### config.mk
export PLATFORM = sky130hd
export DESIGN_NAME = idw_divider
export DESIGN_NICKNAME = d
export VERILOG_FILES = /design/src/rtl/idw_pkg.sv /design/src/rtl/idw_divider.sv
export SDC_FILE = /design/constraint.sdc
export NUM_CORES = 1
export LEC_CHECK = 0
export BUFFER_PORTS_ARGS = -buffer_cell sky130_fd_sc_hd__clkbuf_2
export CORE_ASPECT_RATIO = 1.1
export CORE_MARGIN = 3
export CORE_UTILIZATION = 62
export CTS_CLUSTER_SIZE = 8
export DETAILED_ROUTE_END_ITERATION = 7
export PLACE_DENSITY = 0.88
export SLEW_MARGIN = 20
export SYNTH_ARGS = -nofsm -noshare
export SYNTH_HDL_FRONTEND = slang
export SYNTH_SLANG_ARGS = --single-unit
### constraint.sdc
create_clock -name aclk -period 7.7 [get_ports aclk]
set_input_delay 0.385 -clock aclk [delete_from_list [all_inputs] [get_ports aclk]]
set_output_delay 0.385 -clock aclk [all_outputs]
set_load 0.01 [all_outputs]
### src/rtl/idw_pkg.sv
// Package: shared constants and types for the inverse distance weight engine.
package idw_pkg;

    localparam int MAX_POINTS = 64;
    localparam int IDX_W      = $clog2(MAX_POINTS);
    localparam int CNT_W      = $clog2(MAX_POINTS + 1);
    localparam int COORD_W    = 20;
    localparam int DIFF_W     = COORD_W + 1;
    localparam int SQ_W       = 2 * COORD_W;
    localparam int DIST_W     = SQ_W + 1;
    localparam int WEIGHT_W   = 48;
    localparam int NUM_W      = 41;
    localparam int DEN_W      = 42;
    localparam int QUO_W      = 41;
    localparam int QCNT_W     = 6;

    localparam logic [WEIGHT_W-1:0] WEIGHT_MAX = {WEIGHT_W{1'b1}};
    localparam logic [WEIGHT_W-1:0] ONE_FIXED  = WEIGHT_W'(64'h100_0000);

    typedef enum logic [1:0] {
        OP_LOAD  = 2'd0,
        OP_CLEAR = 2'd1,
        OP_QUERY = 2'd2,
        OP_NONE  = 2'd3
    } op_t;

    typedef enum logic [2:0] {
        ST_OK      = 3'd0,
        ST_SAT     = 3'd1,
        ST_LOADED  = 3'd2,
        ST_FULL    = 3'd3,
        ST_CLEARED = 3'd4
    } status_t;

    typedef enum logic [2:0] {
        S_IDLE, S_SCAN, S_SQR, S_DIV, S_OUT
    } state_t;

    // divider request from the control unit
    typedef struct packed {
        logic             start;
        logic [NUM_W-1:0] num;
        logic [DEN_W-1:0] den;
    } div_req_t;

    typedef struct packed {
        logic             done;
        logic [QUO_W-1:0] quo;
    } div_rsp_t;

endpackage

### src/rtl/idw_divider.sv
// Restoring divider: one quotient bit per cycle.
module idw_divider (
    input  logic              aclk,
    input  logic              aresetn,
    input  idw_pkg::div_req_t req,
    output idw_pkg::div_rsp_t rsp
);
    import idw_pkg::*;

    logic [NUM_W-1:0]  num_reg;
    logic [DEN_W-1:0]  den_reg;
    logic [DEN_W:0]    rem_reg;
    logic [QCNT_W-1:0] cnt_reg;
    logic              busy_reg;
    logic              done_reg;
    logic [DEN_W:0]    shifted;
    logic [DEN_W:0]    diff;

    assign shifted = {rem_reg[DEN_W-1:0], num_reg[NUM_W-1]};
    assign diff    = shifted - {1'b0, den_reg};

    // control
    always_ff @(posedge aclk) begin
        if (!aresetn) begin
            busy_reg <= 1'b0;
            done_reg <= 1'b0;
            cnt_reg  <= '0;
        end else begin
            done_reg <= 1'b0;
            if (req.start) begin
                busy_reg <= 1'b1;
                cnt_reg  <= QCNT_W'(NUM_W - 1);
            end else if (busy_reg) begin
                if (cnt_reg == '0) begin
                    busy_reg <= 1'b0;
                    done_reg <= 1'b1;
                end
                cnt_reg <= cnt_reg - 1'b1;
            end
        end
    end

    // datapath: quotient shifts into num_reg
    always_ff @(posedge aclk) begin
        if (req.start) begin
            num_reg <= req.num;
            den_reg <= req.den;
            rem_reg <= '0;
        end else if (busy_reg) begin
            if (!diff[DEN_W]) begin
                rem_reg <= diff;
                num_reg <= {num_reg[NUM_W-2:0], 1'b1};
            end else begin
                rem_reg <= shifted;
                num_reg <= {num_reg[NUM_W-2:0], 1'b0};
            end
        end
    end

    assign rsp.done = done_reg;
    assign rsp.quo  = num_reg;

endmodule

Word level (Yosys, flattened, before mapping)
Index checks and enable logic that the tools add are counted.

cells by class
  reduce and logical (&&, ||, !) cells = 4
  bitwise gates (word level) = 2
  multiplexer cells = 10
  $add $sub $neg = 2

operator list
  kind                                              count
  2-to-1 mux 41 bit                                 2
  subtractor 43 x 42 -> 43 bit                      1
  2-to-1 mux 42 bit                                 1
  2-to-1 mux 6 bit                                  2
  zero test 6 bit                                   1
  subtractor 6 x 1 -> 6 bit, second input constant  1
  2-to-1 mux 1 bit                                  5
  OR reduction 3 bit                                1
  NOT 1 bit                                         2
  nonzero test 2 bit                                1
  OR reduction 2 bit                                1

storage, ports and cells
  flip-flop bits (word level) = 133
  input port bits = 86
  output and inout bits = 42
  word-level logic and storage cells = 25

Longest topological paths before layout
Gate-level depths: netlist (run 1).

  word-level depth = 4
  mapped depth = 16
  gate-level depth less buffers = 14

Worst setup path before layout (run 1)
No wires, ideal clock.

  path kind = register to register
  from = register num_reg[40]
  to = register rem_reg[15]
  clock period less this slack = 3330 ps
  data arrival time = 3193 ps
  data required time = 7562 ps
  path buffers = 2
  cell stages (with the launch flop) = 17
  library setup time = 138 ps
  slack = 4370 ps
  cell sequence = edfxtp_1 > inv_1 > ha_1 > inv_1 > fa_1 > a21o_2 > a221o_2 > a22oi_1 > a21o_1 > nor3b_2 > nor2_1 > a21oi_2 > xnor2_2 > buf_4 > buf_4 > mux2i_1 > a211oi_1

between the ends
  cells in the longest elaborated chain, start to end = 2

RTL lines
  element                       line               source
  start: declaration            idw_divider.sv:10  logic [NUM_W-1:0] num_reg;
  start signal: assignment      idw_divider.sv:46  num_reg <= req.num;
  start signal: assignment      idw_divider.sv:52  num_reg <= {num_reg[NUM_W-2:0], 1'b1};
  start signal: assignment      idw_divider.sv:55  num_reg <= {num_reg[NUM_W-2:0], 1'b0};
  subtractor 43 x 42 -> 43 bit  idw_divider.sv:20  assign diff = shifted - {1'b0, den_reg};
  2-to-1 mux 42 bit             idw_divider.sv:50  if (!diff[DEN_W]) begin
  end signal: assignment        idw_divider.sv:51  rem_reg <= diff;
  end signal: assignment        idw_divider.sv:54  rem_reg <= shifted;
  end: declaration              idw_divider.sv:12  logic [DEN_W:0] rem_reg;

Every way passes these cells.
A chain may end at the register's enable or synchronous reset.

Worst setup path in the final report (run 1)
  from = register num_reg[40]
  to = register rem_reg[24]

The elaborated chain is that of the path after synthesis.

==> reports/qor.yml, run 1 <==
outcome:
  outcome: "finished clean"
place:
  place_congestion: 0.9309
  io_buffers: 127
  dpl-instance-area_um2: 8557
  dp_cells: 1017
  hpwl_mm: 12.80
  preCtsSetupSlack_ns: 3.639
drt:
  wl_met2_mm: 8.620
  top_layer_used: "met4"
  wl_per_cell_um: 17.08
  final_antenna_net_count: 0
  first_iter_violations: 418
  drc: 0
  wl_met1_mm: 7.581
  drtPass1Iterations: 5
  met3_length_mm: 1.315
  wl_mm: 17.92
  vias: 6230
  vias_per_cell: 5.939
hold_path:
  whs_endpoint: "den_reg[7]$_DFFE_PP_"
  min_path_type: "input pin to flip-flop"
  hold_start: "req[7]"
  min_path_cells: 1
finish:
  multi_input_comb_area_um2: 3984
  nNetsFinal: 1013
  final_cells: 1049
  n_fill_cell: 857
  drive_gt1_frac: 0.2436
  syn_to_final_growth_pct: 15.67
  seqCellArea_um2: 3495
  final_cell_area_um2: 9133
  insertedDiodeCount: 0
timing:
  hold_viol: 0
  max_freq_ghz: 0.2443
  tightest_slew_ns: 0.8629
  rsz0062_at_grt: "no"
  fin_crit_sh: 0.5316
  fin_crit_ns: 4.093
  max-slew-margin-rel: 0.4247
  finalClockSkew_ns: 0.01094
  slew_viol_final: 0
  finalSetupViolCount: 0
  finalSetupTns_ns: 0
  fin_ws_ns: 3.607
worst_setup_path:
  ff2ff_setup_slack_ns: 3.61
  r2r.worst_path.cells: 15
  crit_slowest_cell: "buf_4"
  regToRegEndpoint: "rem_reg[24]$_SDFFE_PP0P_"
  crit_buf_inv: 3
  path_cells: "inv_1 > ha_1 > inv_1 > fa_1 > a21o_2 > a221o_2 > a22oi_1 > a21o_1 > nor3b_2 > nor2_1 > a21oi_2 > xnor2_4 > buf_4 > mux2i_1 > a211oi_1"
  r2r_start: "num_reg[40]$_DFFE_PP_"
  cp_slowest_stage_delay_ns: 0.58
  required_ns: 8.01
  arrival_ns: 4.41
  critPathTopFamily: "compound AO/OA/AOI/OAI gates"
  cp-end-kind: "flip-flop"
  crit_type: "flip-flop to flip-flop"
  cp-start-kind: "flip-flop"
  cpMostUsedCell: "inv_1"
  critical_path.max_fanout: 38
clocking:
  clock-sinks: 133
  cts_htree_levels: 4
  postCtsSetupRepairBufs: 0
  cts-buffers-inserted: 17
  insertion_delay_ns: 0.42
  holdBufCountCts: 0
  cts_tree: "built"
  cts-root-buf: "clkbuf_16"
  cts_resized: 0
  clock_path_buffers: 2
  path_clk_slew_ns: 0.06
grt:
  grt_pass1_wl_mm: 29.99
  overflow: 0
  grtUsageTotal: 0.2631
  grt_pass1_vias: 6365
  antenna_found_initial: 0
  grt_max_degree: 88
synth:
  synthFlopType: "edfxtp_1"
  yosys.cell_types.count: 71
  synth_warnings: 0
  synthesis.area_um2: 7895
  ys_seq_area_frac: 0.4425
  synth_top_cell_by_area: "edfxtp_1"
  yosys.area.top_type_share: 0.3157
  synth_edf_count: 83
  syn_nets: 903
  synth_area_per_cell_um2: 10.23
  synthCells: 772
  synth-seq-cells: 133
  synth.area.top_cells: "edfxtp_1, dfxtp_1, ha_1, mux2_2, mux2i_1"
  synth_async_sr_flop_share: 0
power:
  power_density_nw_per_um2: 246.3
  ir_drop_mv: 0.1927
  static-leakage-power_uw: 0.003967
floorplanning:
  die_height_um: 124.4
  io_pins: 128
  initial_core_util: 0.6448
  rows: 42
  core_area_um2: 12240
  die_w_um: 113.6
  dieArea_um2: 14130
flow_run:
  cap_violations: 0
==> synthesized netlist by cell type, drive strengths merged (3+ instances only) <==
library cell	number
nor4	3
clkbuf	23
o311ai	3
buf	16
nand3b	3
a31oi	8
nor2b	4
inv	58
nand2b	5
or2	3
and3	6
nor3	9
o31ai	8
nand2	53
mux2	41
xor2	18
o21bai	6
nor3b	3
a21oi	55
mux2i	37
a211oi	42
ha	44
xnor2	24
nor2	63
edfxtp	83
o21a	3
o21ai	22
a311oi	5
a221o	3
nand4	8
a21o	20
nand3	14
dfxtp	50
==> cells by family (layout without fill, tap and decap cells) <==
family          Yosys count  after routing  synth area share
compound gates          193            193            0.1704
simple gates            183            183            0.1076
flops                   133            133            0.4425
buf+inv                  98            221           0.05436
mux                      78             78            0.1054
fa+ha+maj                45             45           0.07227
xor+xnor                 42             42           0.04754
==> area by class of cell <==
cell class,instances,share of cell area
timing repair buffer,131,0.07316
sequential,133,0.3827
multi-input combinational,541,0.4362
tap,154,0.02110
inverter,58,0.02384
clock inverter,12,0.01411
clock buffer,20,0.04891
==> through the flow <==
stage,hold slack (ns),util,total power (uW)
final,0.1331,0.7459,2250
after global routing,0.1183,0.7459,2356
after CTS,0.1180,0.7459,2258
after detailed placement,0.4967,0.6989,1460
after global placement,0.4816,0.6989,1443
after floorplan,0.4681,-,1322
==> cells in the final DEF (no fill, tap or decap), types with 6 or more instances in the layout <==
master / instances
inv_1: 58
clkbuf_2: 126
nand3_1: 14
o21ai_0: 19
mux2_2: 40
mux2i_1: 37
nor3_1: 9
nor2_1: 63
ha_1: 44
a21o_1: 19
a211oi_1: 41
edfxtp_1: 83
a21oi_1: 53
o21bai_1: 6
and3_1: 6
clkbuf_16: 17
a31oi_1: 8
o31ai_1: 6
dfxtp_1: 49
xnor2_1: 23
xor2_1: 18
nand2_1: 53
nand4_1: 8
==> worst max path at each step <==
stage,from,to,slack (ns),cells after the start
floorplan,num_reg[40]$_DFFE_PP_,rem_reg[15]$_SDFFE_PP0P_,4.37,16
global placement,num_reg[40]$_DFFE_PP_,rem_reg[0]$_SDFFE_PP0P_,3.74,15
global route,num_reg[40]$_DFFE_PP_,rem_reg[40]$_SDFFE_PP0P_,3.34,15
finish,num_reg[40]$_DFFE_PP_,rem_reg[24]$_SDFFE_PP0P_,3.61,15
CTS,num_reg[40]$_DFFE_PP_,rem_reg[24]$_SDFFE_PP0P_,3.59,15
detailed placement,num_reg[40]$_DFFE_PP_,rem_reg[0]$_SDFFE_PP0P_,3.64,15
==> worst reg2reg max path, cell delays in order, from the launching register on <==
cell,delay (ns)
edfxtp_1,0.38
inv_1,0.09
ha_1,0.17
inv_1,0.06
fa_1,0.40
a21o_2,0.21
a221o_2,0.39
a22oi_1,0.21
a21o_1,0.20
nor3b_2,0.20
nor2_1,0.08
a21oi_2,0.23
xnor2_4,0.28
buf_4,0.58
mux2i_1,0.22
a211oi_1,0.31
==> power breakdown <==
group	internal (uW)	switching, uW	total (uW)
Combinational	248	333	581
Sequential	834	41.8	876
Clock	485	308	793
==> metal layers <==
metal,vias up,GRT usage
li1,3061,-
met1,2898,0.3250
met2,236,0.4322
met3,35,0.08017
met4,0,0.09618
met5,-,0
Power figures use the tool's default switching activity.
==> run 2: changes to the inputs <==
Settings changed: CORE_UTILIZATION 62 to 57, PLACE_DENSITY 0.88 to 0.82.
Clock period 7.7 ns to 4 ns, I/O delays scaled along.
==> run 2 against run 1 <==
Net effect:
- setup slack worse by 3.3 ns
- combinational power is 100% higher
- clock power is 120% higher
- die area is 8.3% higher
- clock-buffer cell count is 3 lower
- sequential cell count stayed put
- highest routed layer unchanged
==> reports/qor.yml, run 2 (same netlist as run 1, synthesis figures left out) <==
finish:
  n_fill_cell: 976
  nNetsFinal: 1058
  seqCellArea_um2: 3495
  drive_gt1_frac: 0.2340
  insertedDiodeCount: 0
  multi_input_comb_area_um2: 3986
  layout_common_cells: "clkbuf_2, edfxtp_1, nor2_1, inv_1, a21oi_1"
  syn_to_final_growth_pct: 23.19
  final_common_cell: "clkbuf_2"
drt:
  wl_per_cell_um: 16.86
  final_antenna_net_count: 0
  drtPass1Iterations: 5
  vias_per_cell: 5.714
  wl_mm: 18.95
  vias: 6422
  drc: 0
  first_iter_violations: 558
worst_setup_path:
  arrival_ns: 3.92
  critical_path.max_fanout: 19
  cp-start-kind: "flip-flop"
  crit_type: "flip-flop to flip-flop"
  cp-end-kind: "flip-flop"
  r2r_start: "num_reg[40]$_DFFE_PP_"
  cp-startpoint: "num_reg[40]$_DFFE_PP_"
  ff2ff_setup_slack_ns: 0.34
  required_ns: 4.26
  regToRegEndpoint: "rem_reg[19]$_SDFFE_PP0P_"
  r2r.worst_path.cells: 15
hold_path:
  min_path_type: "input pin to flip-flop"
  hold_start: "aresetn"
  whs_endpoint: "cnt_reg[5]$_SDFFE_PN0P_"
  min_path_cells: 2
grt:
  overflow: 0
  grt_pass1_vias: 6353
  grt_pass1_wl_mm: 31.33
  grt_max_degree: 87
  antenna_found_initial: 0
  grtUsageTotal: 0.2539
clocking:
  cts_tree: "built"
  cts_htree_levels: 4
  cts-root-buf: "clkbuf_16"
  path_clk_slew_ns: 0.06
  cts-buffers-inserted: 17
  insertion_delay_ns: 0.42
  cts_resized: 0
  clock_path_buffers: 2
  clock-sinks: 133
timing:
  finalClockSkew_ns: 0.01032
  rsz0062_at_grt: "no"
  whs_ns: 0.03513
  max-slew-margin-rel: 0.3525
  finalSetupViolCount: 0
  hold_viol: 0
  fin_crit_sh: 0.9152
  finalSetupTns_ns: 0
  slew_viol_final: 0
  tightest_slew_ns: 0.9678
  max_freq_ghz: 0.2732
  fin_crit_ns: 3.661
floorplanning:
  rows: 44
  die_w_um: 118.2
  initial_core_util: 0.5902
  dieArea_um2: 15300
  die_height_um: 129.4
  core_area_um2: 13380
  io_pins: 128
power:
  seqPwrFrac: 0.366
  internal_power_uw: 3294
  power_density_nw_per_um2: 475.6
  ir_drop_mv: 0.3659
  p_sw_uw: 1332
  static-leakage-power_uw: 0.004201
  swShare: 0.2879
  power.clock.fraction: 0.378
  pwr-share-comb: 0.256
outcome:
  outcome: "finished clean"
place:
  io_buffers: 127
  place_congestion: 0.9706
  hpwl_mm: 12.78
flow_run:
  cap_violations: 0
[run 2: changes by cell type in the layout (fill, tap and decap cells not counted), sizes merged]
cell / previous run / this run
buf: 5 / 8
bufinv: 2 / 6
clkbuf: 146 / 143
clkinv: 6 / 9
clkinvlp: 1 / 0
dlygate4sd3: 0 / 42
inv: 61 / 58
[run 2: worst max-delay path by stage]
stage	endpoint	slack, ns	cells past startpoint
3_5_place_dp	rem_reg[0]$_SDFFE_PP0P_	0.31	15
3_3_place_gp	rem_reg[0]$_SDFFE_PP0P_	0.37	15
5_1_grt	rem_reg[19]$_SDFFE_PP0P_	0.13	15
4_1_cts	rem_reg[18]$_SDFFE_PP0P_	0.21	15
6_report	rem_reg[19]$_SDFFE_PP0P_	0.34	15
2_1_floorplan	rem_reg[15]$_SDFFE_PP0P_	0.67	16
[run 2: critical path, cell delays in order (launching register included)]
cell      delay, ns
edfxtp_1       0.38
inv_1          0.09
ha_1           0.18
inv_1          0.06
fa_1           0.40
a21o_2         0.21
a221o_2        0.40
a22oi_1        0.21
a21o_1         0.21
nor3b_2        0.20
nor2_1         0.09
a21oi_2        0.24
xnor2_4        0.21
buf_12         0.22
mux2i_1        0.26
a211oi_1       0.11
[run 2: layout make-up]
type                            instances  share of cell area
Tap cell                              184             0.02367
Timing Repair Buffer                  176              0.1168
Clock buffer                           17             0.04374
Multi-Input combinational cell        541              0.4099
Sequential cell                       133              0.3593
Inverter                               58             0.02239
Clock inverter                         15             0.02419
[run 2: repair_timing]
item                                   4_1_cts  5_1_grt
endpoints found under the hold margin       42        0
hold buffers                                42        0
buffers inserted                             0        2
setup endpoints to repair                    0        2
[run 2: stage by stage]
step             util  power [uW]  cell area [um2]  worst slack, ns  cells
4_1_cts        0.7259        4619             9711           0.2068   1122
5_1_grt        0.7270        4838             9726           0.1281   1124
3_3_place_gp   0.6451        2805             8630           0.3714   1048
2_1_floorplan       -        2546             7895           0.6697    772
3_5_place_dp   0.6451        2828             8630           0.3065   1048
6_report       0.7270        4626             9726           0.3393   1124
[run 2: per-layer routing]
layer / up-vias / GRT usage / routed length (um)
met1: 3052 / 0.3127 / 8191
li1: 3146 / - / -
met3: 16 / 0.06984 / 1177
met4: 0 / 0.07379 / 181
met2: 208 / 0.4406 / 9398
met5: - / 0 / 0
[run 2: power groups by stage]
stage	Sequential [uW]	Combinational (uW)	Clock, uW
detailed placement	1710	1120	0
CTS	1690	1160	1770
floorplan	1710	833	0
global route	1710	1310	1820
finish	1690	1180	1750
global placement	1710	1100	0
